<file path="src/rtl/cubic_trajectory_interpolator_assert.svh">
// Assertion macros for the cubic trajectory interpolator.
// Each macro expects a clock named clk and an active-low reset named arst_n in scope.
`ifndef CUBIC_TRAJECTORY_INTERPOLATOR_ASSERT_SVH
`define CUBIC_TRAJECTORY_INTERPOLATOR_ASSERT_SVH

// Checks a property on every clock edge outside reset.
`define CTI_ASSERT(label, prop, msg) \
	label: assert property (@(posedge clk) disable iff (!arst_n) (prop)) else $error(msg);

// Checks that a consequent holds in the cycle after its antecedent.
`define CTI_ASSERT_NEXT(label, ante, cons, msg) \
	label: assert property (@(posedge clk) disable iff (!arst_n) (ante) |=> (cons)) else $error(msg);

`endif

</file>
<file path="src/rtl/cti_pkg.sv">
// Shared types, constants and helpers of the cubic trajectory interpolator.
// Depends on nothing; every other file but the assertion macro header imports it.
package cti_pkg;

	localparam int TIME_BITS  = 20;
	localparam int POS_BITS   = 32;
	localparam int QUAT_BITS  = 16;
	localparam int FRAC_Q     = 30;
	localparam int UQ_BITS    = FRAC_Q + 1;
	localparam int MUL_A_BITS = POS_BITS;
	localparam int MUL_B_BITS = UQ_BITS;
	localparam int PROD_BITS  = MUL_A_BITS + MUL_B_BITS;
	localparam int DIVQ_BITS  = POS_BITS + 2;
	localparam int CNT_BITS   = 6;
	localparam int SAT_BITS   = POS_BITS + 4;

	localparam logic [UQ_BITS-1:0] ONE_Q = UQ_BITS'(1) << FRAC_Q;
	localparam logic [TIME_BITS-1:0] TIME_MAX = '1;
	localparam logic [CNT_BITS-1:0] U_STEPS = CNT_BITS'(FRAC_Q);
	localparam logic [CNT_BITS-1:0] V_STEPS = CNT_BITS'(DIVQ_BITS);
	localparam logic KIND_MOVE = 1'b0;
	localparam logic KIND_REF  = 1'b1;

	typedef enum logic [1:0] {
		MODE_TICK,
		MODE_FEEDBACK,
		MODE_MOVE,
		MODE_PUBLISH
	} mode_t;

	typedef enum logic [3:0] {
		S_IDLE,
		S_MOVE_RSP,
		S_UDIV_GO,
		S_UDIV,
		S_M_UU,
		S_M_U2U,
		S_M_W,
		S_W_GET,
		S_AX_P,
		S_AX_V,
		S_AX_VGO,
		S_AX_VDIV,
		S_PUB_OUT
	} cti_state_t;

	typedef struct packed {
		mode_t                        mode;
		logic signed [POS_BITS-1:0]   coord_x;
		logic signed [POS_BITS-1:0]   coord_y;
		logic signed [POS_BITS-1:0]   coord_z;
		logic [TIME_BITS-1:0]         move_duration;
		logic signed [QUAT_BITS-1:0]  quat_w;
		logic signed [QUAT_BITS-1:0]  quat_x;
		logic signed [QUAT_BITS-1:0]  quat_y;
		logic signed [QUAT_BITS-1:0]  quat_z;
	} cti_in_t;

	typedef struct packed {
		logic                         kind;
		logic                         accepted;
		logic signed [POS_BITS-1:0]   ref_x;
		logic signed [POS_BITS-1:0]   ref_y;
		logic signed [POS_BITS-1:0]   ref_z;
		logic signed [POS_BITS-1:0]   vel_x;
		logic signed [POS_BITS-1:0]   vel_y;
		logic signed [POS_BITS-1:0]   vel_z;
		logic signed [QUAT_BITS-1:0]  out_qw;
		logic signed [QUAT_BITS-1:0]  out_qx;
		logic signed [QUAT_BITS-1:0]  out_qy;
		logic signed [QUAT_BITS-1:0]  out_qz;
	} cti_out_t;

	typedef struct packed {
		logic                   start;
		logic [TIME_BITS-1:0]   rem_init;
		logic                   q_init;
		logic [DIVQ_BITS-1:0]   dividend;
		logic [CNT_BITS-1:0]    steps;
		logic [TIME_BITS-1:0]   divisor;
	} cti_div_req_t;

	function automatic logic signed [POS_BITS-1:0] sat_pos(input logic signed [SAT_BITS-1:0] v);
		logic signed [SAT_BITS-1:0] hi;
		logic signed [SAT_BITS-1:0] lo;
		hi = SAT_BITS'({1'b0, {(POS_BITS-1){1'b1}}});
		lo = ~hi;
		if (v > hi) begin
			return hi[POS_BITS-1:0];
		end else if (v < lo) begin
			return lo[POS_BITS-1:0];
		end
		return v[POS_BITS-1:0];
	endfunction

endpackage

</file>
<file path="src/rtl/cti_mul.sv">
// Shared unsigned multiplier of the interpolator with a registered product.
// Depends on cti_pkg for the operand widths.
module cti_mul import cti_pkg::*; (
	input  logic                   clk,
	input  logic [MUL_A_BITS-1:0]  a,
	input  logic [MUL_B_BITS-1:0]  b,
	output logic [PROD_BITS-1:0]   prod_q
);

	always_ff @(posedge clk) begin
		prod_q <= PROD_BITS'(a) * PROD_BITS'(b);
	end

endmodule

</file>
<file path="src/rtl/cti_div.sv">
// Bit-serial restoring divider of the interpolator, one quotient bit per cycle.
// Depends on cti_pkg for the request type and widths.
module cti_div import cti_pkg::*; (
	input  logic                  clk,
	input  logic                  arst_n,
	input  cti_div_req_t          req,
	output logic                  done,
	output logic [DIVQ_BITS-1:0]  quotient
);

	logic [TIME_BITS-1:0]  rem_q;
	logic [DIVQ_BITS-1:0]  quo_q;
	logic [DIVQ_BITS-1:0]  sh_q;
	logic [TIME_BITS-1:0]  div_q;
	logic [CNT_BITS-1:0]   cnt_q;
	logic                  done_q;
	logic [TIME_BITS:0]    trial;
	logic [TIME_BITS:0]    diff;
	logic                  ge;

	assign trial = {rem_q, sh_q[DIVQ_BITS-1]};
	assign ge    = trial >= {1'b0, div_q};
	assign diff  = trial - {1'b0, div_q};

	always_ff @(posedge clk or negedge arst_n) begin
		if (!arst_n) begin
			cnt_q  <= '0;
			done_q <= 1'b0;
		end else if (req.start) begin
			cnt_q  <= req.steps;
			done_q <= 1'b0;
		end else if (cnt_q != '0) begin
			cnt_q  <= cnt_q - CNT_BITS'(1);
			done_q <= cnt_q == CNT_BITS'(1);
		end else begin
			done_q <= 1'b0;
		end
	end

	always_ff @(posedge clk) begin
		if (req.start) begin
			rem_q <= req.rem_init;
			quo_q <= DIVQ_BITS'(req.q_init);
			sh_q  <= req.dividend;
			div_q <= req.divisor;
		end else if (cnt_q != '0) begin
			rem_q <= ge ? diff[TIME_BITS-1:0] : trial[TIME_BITS-1:0];
			quo_q <= {quo_q[DIVQ_BITS-2:0], ge};
			sh_q  <= sh_q << 1;
		end
	end

	assign done     = done_q;
	assign quotient = quo_q;

endmodule

</file>
<file path="src/rtl/cubic_trajectory_interpolator.sv">
// Three-axis rest-to-rest cubic trajectory planner with a sequenced shared datapath.
// Depends on cti_pkg, cti_mul, cti_div and the assertion macro header.
// Tick and pose feedback words are taken while idle and give no result; a move command
// gives its response through the S_MOVE_RSP state once the output register is free. For a
// publish word one bit-serial divider forms u = t/T and then each axis's velocity, and a
// single registered multiplier serves u^2, u^3, u(1-u) and both products of each axis. The
// input is not ready while a move or publish word is being worked on; the result waits in
// an output register so that the next word can be taken meanwhile.
`include "cubic_trajectory_interpolator_assert.svh"

module cubic_trajectory_interpolator import cti_pkg::*; (
	input  logic      clk,
	input  logic      arst_n,
	input  logic      req_valid,
	output logic      req_ready,
	input  cti_in_t   req,
	output logic      rsp_valid,
	input  logic      rsp_ready,
	output cti_out_t  rsp
);

	cti_state_t state_q, state_d;

	logic [TIME_BITS-1:0]        elapsed_q;
	logic [TIME_BITS-1:0]        sampled_q;
	logic [TIME_BITS-1:0]        duration_q;
	logic signed [POS_BITS-1:0]  fb_q [3];
	logic signed [POS_BITS-1:0]  start_q [3];
	logic signed [POS_BITS-1:0]  target_q [3];
	logic signed [QUAT_BITS-1:0] orient_q [4];
	logic                        move_ok_q;
	logic [UQ_BITS-1:0]          u_q, u2_q, s_q, w_q;
	logic [1:0]                  axis_q;
	logic signed [POS_BITS-1:0]  ref_q [3];
	logic signed [POS_BITS-1:0]  vel_q [3];
	logic                        rsp_valid_q;
	cti_out_t                    rsp_q;

	logic                        acc_in;
	logic                        move_ok;
	logic [TIME_BITS-1:0]        dur_eff, t_eff;
	logic [MUL_A_BITS-1:0]       mul_a;
	logic [MUL_B_BITS-1:0]       mul_b;
	logic [PROD_BITS-1:0]        prod_q;
	logic [PROD_BITS-1:0]        prod_rnd;
	logic [POS_BITS:0]           prod_q30;
	logic signed [POS_BITS:0]    diff;
	logic                        neg;
	logic [POS_BITS-1:0]         mag;
	logic [UQ_BITS+1:0]          s_raw;
	logic [UQ_BITS-1:0]          s_clamp;
	logic [PROD_BITS:0]          prod6;
	logic signed [SAT_BITS-1:0]  pos_full, vel_full;
	logic [DIVQ_BITS-1:0]        vdiv;
	cti_div_req_t                div_req;
	logic                        div_done;
	logic [DIVQ_BITS-1:0]        div_quo;
	logic                        out_free, out_load;
	cti_out_t                    out_d;

	assign acc_in    = req_valid && req_ready;
	assign req_ready = state_q == S_IDLE;
	assign move_ok   = (req.coord_z > 0) && (req.move_duration != '0);
	assign dur_eff   = (duration_q == '0) ? TIME_BITS'(1) : duration_q;
	assign t_eff     = (sampled_q < dur_eff) ? sampled_q : dur_eff;

	assign diff     = {target_q[axis_q][POS_BITS-1], target_q[axis_q]}
	                - {start_q[axis_q][POS_BITS-1], start_q[axis_q]};
	assign neg      = diff[POS_BITS];
	assign mag      = neg ? POS_BITS'(-diff) : diff[POS_BITS-1:0];
	assign prod_rnd = prod_q + (PROD_BITS'(1) << (FRAC_Q - 1));
	assign prod_q30 = prod_rnd[FRAC_Q +: POS_BITS+1];

	assign s_raw   = ({2'b0, u2_q} << 1) + {2'b0, u2_q} - ({2'b0, prod_q[FRAC_Q +: UQ_BITS]} << 1);
	assign s_clamp = (s_raw > (UQ_BITS+2)'(ONE_Q)) ? ONE_Q : s_raw[UQ_BITS-1:0];
	assign prod6   = ({1'b0, prod_q} << 2) + ({1'b0, prod_q} << 1);

	assign pos_full = neg ? (SAT_BITS'(start_q[axis_q]) - SAT_BITS'(signed'({1'b0, prod_q30})))
	                      : (SAT_BITS'(start_q[axis_q]) + SAT_BITS'(signed'({1'b0, prod_q30})));
	assign vdiv     = DIVQ_BITS'(prod_q30) + DIVQ_BITS'(dur_eff >> 1);
	assign vel_full = neg ? -SAT_BITS'(signed'({1'b0, div_quo}))
	                      : SAT_BITS'(signed'({1'b0, div_quo}));

	cti_mul u_mul (
		.clk    (clk),
		.a      (mul_a),
		.b      (mul_b),
		.prod_q (prod_q)
	);

	cti_div u_div (
		.clk      (clk),
		.arst_n   (arst_n),
		.req      (div_req),
		.done     (div_done),
		.quotient (div_quo)
	);

	assign out_free = !rsp_valid_q || rsp_ready;

	always_comb begin
		state_d  = state_q;
		mul_a    = '0;
		mul_b    = '0;
		div_req  = '0;
		out_load = 1'b0;
		out_d    = '0;
		case (state_q)
			S_IDLE: begin
				if (acc_in && req.mode == MODE_MOVE) begin
					state_d = S_MOVE_RSP;
				end else if (acc_in && req.mode == MODE_PUBLISH) begin
					state_d = S_UDIV_GO;
				end
			end
			S_MOVE_RSP: begin
				out_d.kind     = KIND_MOVE;
				out_d.accepted = move_ok_q;
				if (out_free) begin
					out_load = 1'b1;
					state_d  = S_IDLE;
				end
			end
			S_UDIV_GO: begin
				div_req.start    = 1'b1;
				div_req.q_init   = t_eff == dur_eff;
				div_req.rem_init = (t_eff == dur_eff) ? '0 : t_eff;
				div_req.steps    = U_STEPS;
				div_req.divisor  = dur_eff;
				state_d          = S_UDIV;
			end
			S_UDIV: begin
				if (div_done) begin
					state_d = S_M_UU;
				end
			end
			S_M_UU: begin
				mul_a   = MUL_A_BITS'(u_q);
				mul_b   = u_q;
				state_d = S_M_U2U;
			end
			S_M_U2U: begin
				mul_a   = MUL_A_BITS'(prod_q[FRAC_Q +: UQ_BITS]);
				mul_b   = u_q;
				state_d = S_M_W;
			end
			S_M_W: begin
				mul_a   = MUL_A_BITS'(u_q);
				mul_b   = ONE_Q - u_q;
				state_d = S_W_GET;
			end
			S_W_GET: begin
				state_d = S_AX_P;
			end
			S_AX_P: begin
				mul_a   = mag;
				mul_b   = s_q;
				state_d = S_AX_V;
			end
			S_AX_V: begin
				mul_a   = mag;
				mul_b   = w_q;
				state_d = S_AX_VGO;
			end
			S_AX_VGO: begin
				div_req.start    = 1'b1;
				div_req.dividend = vdiv;
				div_req.steps    = V_STEPS;
				div_req.divisor  = dur_eff;
				state_d          = S_AX_VDIV;
			end
			S_AX_VDIV: begin
				if (div_done) begin
					state_d = (axis_q == 2'd2) ? S_PUB_OUT : S_AX_P;
				end
			end
			S_PUB_OUT: begin
				out_d.kind   = KIND_REF;
				out_d.ref_x  = ref_q[0];
				out_d.ref_y  = ref_q[1];
				out_d.ref_z  = ref_q[2];
				out_d.vel_x  = vel_q[0];
				out_d.vel_y  = vel_q[1];
				out_d.vel_z  = vel_q[2];
				out_d.out_qw = orient_q[0];
				out_d.out_qx = orient_q[1];
				out_d.out_qy = orient_q[2];
				out_d.out_qz = orient_q[3];
				if (out_free) begin
					out_load = 1'b1;
					state_d  = S_IDLE;
				end
			end
			default: begin
				state_d = S_IDLE;
			end
		endcase
	end

	always_ff @(posedge clk or negedge arst_n) begin
		if (!arst_n) begin
			state_q     <= S_IDLE;
			rsp_valid_q <= 1'b0;
		end else begin
			state_q     <= state_d;
			rsp_valid_q <= out_load || (rsp_valid_q && !rsp_ready);
		end
	end

	always_ff @(posedge clk or negedge arst_n) begin
		if (!arst_n) begin
			elapsed_q   <= '0;
			sampled_q   <= '0;
			duration_q  <= TIME_BITS'(1);
			fb_q        <= '{default: '0};
			start_q     <= '{default: '0};
			target_q    <= '{default: '0};
			orient_q[0] <= QUAT_BITS'(16'h7FFF);
			orient_q[1] <= '0;
			orient_q[2] <= '0;
			orient_q[3] <= '0;
		end else if (acc_in) begin
			case (req.mode)
				MODE_TICK: begin
					if (elapsed_q != TIME_MAX) begin
						elapsed_q <= elapsed_q + TIME_BITS'(1);
					end
				end
				MODE_FEEDBACK: begin
					sampled_q   <= (elapsed_q < duration_q) ? elapsed_q : duration_q;
					fb_q[0]     <= req.coord_x;
					fb_q[1]     <= req.coord_y;
					fb_q[2]     <= req.coord_z;
					orient_q[0] <= req.quat_w;
					orient_q[1] <= req.quat_x;
					orient_q[2] <= req.quat_y;
					orient_q[3] <= req.quat_z;
				end
				MODE_MOVE: begin
					if (move_ok) begin
						target_q[0] <= req.coord_x;
						target_q[1] <= req.coord_y;
						target_q[2] <= req.coord_z;
						start_q     <= fb_q;
						duration_q  <= req.move_duration;
						elapsed_q   <= '0;
					end
				end
				default: begin
				end
			endcase
		end
	end

	always_ff @(posedge clk) begin
		if (acc_in) begin
			move_ok_q <= move_ok;
		end
		if (out_load) begin
			rsp_q <= out_d;
		end
		case (state_q)
			S_UDIV: begin
				if (div_done) begin
					u_q <= div_quo[UQ_BITS-1:0];
				end
			end
			S_M_U2U: begin
				u2_q <= prod_q[FRAC_Q +: UQ_BITS];
			end
			S_M_W: begin
				s_q <= s_clamp;
			end
			S_W_GET: begin
				w_q    <= prod6[FRAC_Q +: UQ_BITS];
				axis_q <= 2'd0;
			end
			S_AX_V: begin
				ref_q[axis_q] <= sat_pos(pos_full);
			end
			S_AX_VDIV: begin
				if (div_done) begin
					vel_q[axis_q] <= sat_pos(vel_full);
					axis_q        <= axis_q + 2'd1;
				end
			end
			default: begin
			end
		endcase
	end

	assign rsp_valid = rsp_valid_q;
	assign rsp       = rsp_q;

	`CTI_ASSERT(a_div_done_waited, !div_done || state_q == S_UDIV || state_q == S_AX_VDIV, "Divider finished outside a wait state.")
	`CTI_ASSERT(a_duration_nonzero, duration_q != '0, "Stored move duration is zero.")
	`CTI_ASSERT_NEXT(a_tick_counts, acc_in && req.mode == MODE_TICK && elapsed_q != TIME_MAX, elapsed_q == $past(elapsed_q) + TIME_BITS'(1), "Tick did not advance the elapsed counter.")
	`CTI_ASSERT_NEXT(a_load_when_free, out_load, rsp_valid_q && state_q == S_IDLE, "Result load did not produce a valid word.")

endmodule

</file>
<file path="config.mk">
export PLATFORM = sky130hd
export DESIGN_NAME = cubic_trajectory_interpolator
export DESIGN_NICKNAME = d
export VERILOG_FILES = /design/src/rtl/cti_pkg.sv /design/src/rtl/cti_mul.sv /design/src/rtl/cti_div.sv /design/src/rtl/cubic_trajectory_interpolator.sv
export VERILOG_INCLUDE_DIRS = /design/src /design/src/rtl
export SDC_FILE = /design/constraint.sdc
export NUM_CORES = 2
export LEC_CHECK = 0
export BUFFER_PORTS_ARGS = -buffer_cell sky130_fd_sc_hd__clkbuf_2
export CELL_PAD_IN_SITES_DETAIL_PLACEMENT = 0
export CELL_PAD_IN_SITES_GLOBAL_PLACEMENT = 2
export CORE_MARGIN = 3
export CORE_UTILIZATION = 42
export DETAILED_ROUTE_END_ITERATION = 8
export GPL_TIMING_DRIVEN = 0
export PLACE_DENSITY = 0.85
export RECOVER_POWER = 25
export SYNTH_ARGS = -nofsm -noshare
export SYNTH_HDL_FRONTEND = slang
export SYNTH_HIERARCHICAL = 1
export SYNTH_SLANG_ARGS = --single-unit
</file>
<file path="constraint.sdc">
create_clock -name clk -period 17.2 [get_ports clk]
set_input_delay 0.86 -clock clk [delete_from_list [all_inputs] [get_ports clk]]
set_output_delay 0.86 -clock clk [all_outputs]
set_load 0.01 [all_outputs]
</file>
; ---- After elaboration in Yosys (flattened, before gate mapping)
; Memory sizes are Yosys's and may differ from the RTL's. A register that Yosys moved wholly into a read port is not among the register bits.
; Index checks and enable logic that the tools add are counted.
[classes]
add_sub_neg = 15
multipliers = 1
order_cmp = 10
eq_ne = 25
n_mux = 66
bitwise = 1
reduce_logical = 34
[ops]
columns = op, n
row1 = two-way mux 32 bit, 14
row2 = two-way mux 20 bit, 9
row3 = binary-select mux 32 bit (select 2 bit), 2
row4 = case mux 31 bit (4 select lines), 1
row5 = two-way mux 34 bit, 3
row6 = case mux 32 bit (3 select lines), 1
row7 = greater-than comparator 36 x 32 -> 1 bit (second input constant), 2
row8 = < comparator 36 x 32 -> 1 bit (second input constant), 2
row9 = two-way mux 36 bit, 2
row10 = adder 63 x 30 -> 63 bit (second input constant), 1
row11 = multiplier 32 x 31 -> 63 bit, 1
row12 = adder 61 bit, 1
row13 = case mux 26 bit (2 select lines), 1
row14 = case mux 4 bit (12 select lines), 1
row15 = < comparator 20 bit, 2
row16 = case mux 20 bit (2 select lines), 1
row17 = negation 34 -> 36 bit, 1
row18 = adder 32 x 34 -> 35 bit, 1
row19 = subtractor 32 x 34 -> 35 bit, 1
row20 = adder 33 x 19 -> 34 bit, 1
row21 = adder 32 x 31 -> 33 bit, 1
row22 = greater-than comparator 33 x 31 -> 1 bit (second input constant), 1
row23 = subtractor 32 x 32 -> 33 bit, 1
row24 = subtractor 33 x 32 -> 33 bit, 1
row25 = other kinds (42), 100
[word_totals]
register_bits = 788
ram_bits = 192
out_inout_bits = 260
mem_count = 2
[mem_list]
columns = name, words, width, rd, rd_clocked_by_memory_dff, wr, line
row1 = ref_q, 3, 32, 3, 3, 1, cubic_trajectory_interpolator.sv:34  ; logic signed [POS_BITS-1:0] ref_q [3];
row2 = vel_q, 3, 32, 3, 3, 1, cubic_trajectory_interpolator.sv:35  ; logic signed [POS_BITS-1:0] vel_q [3];

; ---- Longest topological paths before layout
[logic_depth]
word_depth = 14
ltp_mapped = 49
mapped_depth_nobuf = 44

; ---- Modules after synthesis
; Netlist, hierarchy kept.
[modules_own_cells]
columns = module, instances, cells_per_inst, area_each_um2, seq_area_each_um2
row1 = cubic_trajectory_interpolator, 1, 4648, 52992.1, 27781.6
row2 = cti_mul, 1, 3686, 33547.2, 1261.2
row3 = cti_div, 1, 483, 5730.5, 3088.0

; ---- Worst setup path before layout
; OpenSTA, ideal clock, no wires.
[synth_timing]
path_type = reg-to-reg
from = reg state_q[2]
to = reg rsp_q, in the netlist rsp[0] (enable)
arrival_time_ns = 11.787
t_required_ns = 16.319
path_slack_ns = 4.532
stages_incl_launch_ff = 6
period_less_slack_ns = 12.668
path_cell_list = dfrtp_1 -> inv_1 -> ha_1 -> mux2i_1 -> or2_2 -> nor2_1
[synth_via]
elab_chain_len = 3
elab_cells_between_ends = 4
cone_classes = eq/ne (2) / mux (1) / reduce/logical (1)
[synth_rtl]
columns = item, line
row1 = from (decl), cubic_trajectory_interpolator.sv:22  ; cti_state_t state_q, state_d;
row2 = from (signal assigned), cubic_trajectory_interpolator.sv:205  ; state_q <= state_d;
row3 = == test 4 bit / == test 4 x 1 -> 1 bit (equally long branches), cubic_trajectory_interpolator.sv:108  ; case (state_q)
row4 = OR reduction 2 bit (no line) *, --
row5 = two-way mux 1 bit *, --
row6 = net out_load, cubic_trajectory_interpolator.sv:58  ; logic out_free, out_load;
row7 = to (signal assigned), cubic_trajectory_interpolator.sv:260  ; rsp_q <= out_d;
row8 = to (decl), cubic_trajectory_interpolator.sv:37  ; cti_out_t rsp_q;
; Mark *: on every way through the listed nets, which the timed path passes. The rest lies on a longest branch.
; A chain may end at the register's enable or synchronous reset.

; ---- Final worst setup path
[layout_timing]
from = reg axis_q[1]
to = reg u_mul.prod_q[57]
[layout_via]
elab_chain_len = 9
elab_cells_between_ends = 12
cone_classes = add/sub (2) / mul (1) / mux (8) / bitwise (1)
[layout_rtl]
columns = item, line
row1 = from (decl), cubic_trajectory_interpolator.sv:33  ; logic [1:0] axis_q;
row2 = from (signal assigned), cubic_trajectory_interpolator.sv:284  ; axis_q <= axis_q + 2'd1;
row3 = inverter 2 -> 3 bit (not written as such) *, "cubic_trajectory_interpolator.sv:67, cubic_trajectory_interpolator.sv:68"
row4 = binary-select mux 32 bit (select 2 bit) (on tied branches), "cubic_trajectory_interpolator.sv:67, cubic_trajectory_interpolator.sv:68"
row5 = two-way mux 32 bit (on tied branches) (2 in a row), "cubic_trajectory_interpolator.sv:67, cubic_trajectory_interpolator.sv:68"
row6 = subtractor 32 x 32 -> 33 bit *, cubic_trajectory_interpolator.sv:68  ; - {start_q[axis_q][POS_BITS-1], start_q[axis_q]};
row7 = negation 32 bit, cubic_trajectory_interpolator.sv:70  ; assign mag = neg ? POS_BITS'(-diff) : diff[POS_BITS-1:0];
row8 = two-way mux 32 bit *, cubic_trajectory_interpolator.sv:70
row9 = case mux 32 bit (3 select lines) *, cubic_trajectory_interpolator.sv:108
row10 = net mul_a[12], cubic_trajectory_interpolator.sv:42  ; logic [MUL_A_BITS-1:0] mul_a;
row11 = multiplier 32 x 31 -> 63 bit *, cti_mul.sv:11  ; prod_q <= PROD_BITS'(a) * PROD_BITS'(b);
row12 = to (signal assigned), cti_mul.sv:11
row13 = to (decl), cti_mul.sv:7  ; output logic [PROD_BITS-1:0] prod_q
; Mark *: on every way through the listed nets, which the timed path passes. The rest lies on a longest branch. The select of a mux whose other input is x is not followed.

==> reports/qor.yml <==
status: "finished with violations"
violations: "max-capacitance violations, max-slew violations"
synth_largest_area_cell: "edfxtp_1"
drc: 0
synth_adder_area_share: 0.2636
max_freq_mhz: 59.52
drtIter0Drc: 6047
yosys-top-cells-count: "1,168 x inv_1, 901 x fa_1, 745 x nand2_1"
final_net_count: 11010
cp_slowest_cell: "clkdlybuf4s15_1"
place_area_mm2: 0.09851
grt_pass1_wl_um: 484800
rows: 171
power_switching_mw: 9.216
cts_tree: "yes"
grt_max_degree: 115
finalCritPeriodShare: 0.9768
ys_seq_area_frac: 0.3482
p_leak_nw: 47.03
crit_fanout: 10
synth_xor_area_frac: 0.03480
hp-class: "primary input to flip-flop"
dp.final_hpwl_um: 268600
hold_violations: 0
wl_per_cell_um: 26.78
ys_ff_latch: 1172
area_growth_pct: 11.22
p_comb_frac: 0.590
endpoint_kind: "flip-flop"
drt_first_pass_iters: 6
die_h_um: 474.7
core_mm2: 0.2178
async_flop_share: 0.3618
gp_congestion: 0.9828
cap_violations: 4
worstPathArrival_ns: 17.43
seq_area_mm2: 0.03213
start_util: 0.4236
grt_pass1_vias: 71420
cts_sinks: 1172
die_area_mm2: 0.2254
post_cts_buffers: 0
die_x_um: 474.7
design_area_mm2: 0.1026
grt_overflow_total: 0
synthTopCellsByArea: "edfxtp_1 21%, fa_1 20%, dfrtp_1 11%"
synth_area_mm2: 0.09227
seq_power_share: 0.260
synth_ff_type: "edfxtp_1"
htreeDepth: 4
tightest_slew_ns: 5.926
ir_drop_mv: 0.1636
synth_top_family_by_area: "adder cells"
max-slew-margin-rel: -2.950
synth-simple-area-share: 0.1387
clk_path_buf_depth: 3
p_clk_frac: 0.150
preCtsSetupSlack_ns: -0.4347
setup_ws_ns: 0.3990
slowest_delay_ns: 0.83
crit_path_frequent_cell: "fa_1"
drtAntennaViolNets: 0
final.fill_count: 20480
syn_inst: 8817
syn_nets: 10410
finalSetupViolCount: 0
drive_above_1_share: 0.1077
synth_compound_area_frac: 0.09035
crit_required_ns: 17.83
multi_input_area_mm2: 0.05398
synth_mux_area_frac: 0.05689
drv_slew: 346
ys.warnings.count: 6
avgSynthCellArea_um2: 10.46
grt_use_total: 0.2937
p_int_mw: 9.275
power_density_mw_per_mm2: 180.2
rsz0062_at_grt: "false"
setup_tns_ns: 0
synth_top_area_frac: 0.2122
synth_edf_count: 652
fin_crit_ns: 16.80
synth.most_common_cell: "inv_1"
io_buffers: 445
num_io_pins: 446
start_kind: "flip-flop"
clk_latency_ns: 0.78
vias: 69370
antenna_found_initial: 28
swShare: 0.4984
crit_type: "flip-flop to flip-flop"
postCtsHoldBufs: 0
drt_wl_total_um: 331800
cts-root-buf: "clkbuf_16"
yosysUniqueCellTypes: 103
vias_per_cell: 5.600
clk_pin_slew_ns: 0.07
cts_buffers: 130
fin_skew_ns: 0.04242
==> layout make-up <==
| class | count | share of cell area |
|---|---|---|
| multi-input combinational | 5996 | 0.5260 |
| sequential | 1172 | 0.3131 |
| inverter | 1168 | 0.04272 |
| clock buffer | 181 | 0.03524 |
| tap | 2854 | 0.03480 |
| timing repair buffer | 469 | 0.02314 |
| buffer | 481 | 0.01813 |
| clock inverter | 57 | 0.006657 |
| antenna | 9 | 0.0002195 |
==> per-layer routing <==
metal	routed length, µm	up-vias	track usage
met3	23090	566	0.04912
met5	68	-	0
met2	155200	2599	0.4798
met1	139500	35470	0.3943
met4	13910	10	0.1045
li1	-	30730	-
==> final timing paths <==
path,end,slack [ns],depth (start not counted),start
setup / recovery,u_mul/prod_q[57],0.40,43,axis_q[1]
hold / removal,orient_q[59],0.33,2,req[59]
setup reg to reg,u_mul/prod_q[57],0.40,43,axis_q[1]
hold reg to reg,start_q[55],0.48,1,fb_q[55]
max in group asynchronous,fb_q[21],2.80,4,arst_n
min in group asynchronous,elapsed_q[11],1.17,1,arst_n
==> cell usage in the layout, fill, tap and decap left out, drive strengths merged, types with 19 or more instances in the layout <==
cell    instances
a211oi         50
a21o          140
a21oi         334
a22o           42
a22oi          44
a31oi          46
and2          574
and3          301
buf            43
clkbuf       1085
clkinv         44
dfrtp         408
dfxtp          96
edfxtp        652
fa            901
ha            502
inv          1174
mux2          395
mux2i          80
nand2         747
nand2b         33
nand3          85
nand4          57
nor2          283
nor2b          51
nor3          168
nor4           55
o211ai         20
o21a           36
o21ai         326
o21bai         31
o31ai          27
or3            34
or4            19
xnor2         193
xor2          171
==> sequential cells by signal, summed over array words and instances (netlist names), 2 cells and up <==
signal,cells
u2_q,31
u_div/rem_q,20
u_div/quotient,34
axis_q,2
sampled_q,20
s_q,31
u_div/sh_q,34
w_q,31
elapsed_q,20
orient_q,64
u_div/cnt_q,6
u_mul/prod_q,63
duration_q,20
rsp,258
state_q,4
start_q,96
u_div/div_q,20
fb_q,96
target_q,96
ref_q,96
u_q,31
vel_q,96
==> stage by stage <==
stage	power [mW]	util	std cells	hold WS, ns
final	18.49	0.4712	12390	0.3294
after global routing	19.52	0.4711	12380	0.2904
after CTS	18.40	0.4721	12380	0.05558
after detailed placement	15.51	0.4523	12140	0.4864
after global placement	15.49	0.4503	12120	0.4803
after floorplan	11.14	-	8817	0.4636
==> cells by family (layout without fill, tap and decap cells) <==
logic type,after synthesis,count (layout)
muxes,475,475
DFF,1172,1172
buffers and inverters,1649,2356
xor gates and xnor gates,365,365
other,1,10
and+or+nand+nor,2474,2474
AOI/OAI and AO/OA,1278,1278
adders and majority gates,1403,1403
==> power by group through the flow <==
stage          Clock [mW]  Combinational [mW]  Sequential (mW)
6_report             2.78                10.9             4.80
5_1_grt              2.95                11.7             4.88
4_1_cts              2.84                10.8             4.79
3_5_place_dp            0                10.7             4.84
3_3_place_gp            0                10.5             4.95
2_1_floorplan           0                6.36             4.78
==> critical path, delay by kind of cell, from the launching register on <==
family,cells,cell delay (ns)
AOI/OAI and AO/OA,14,5.08
xor gates and xnor gates,2,0.85
and+or+nand+nor,5,0.94
adders and majority gates,10,4.73
muxes,2,0.78
DFF,1,0.59
buffers and inverters,10,3.66
==> timing repair <==
item                       4_1_cts  5_1_grt
cloned                           0        0
setup endpoints to repair        7        5
resized for setup                4       21
No activity file was read; power rests on OpenSTA's default activity.
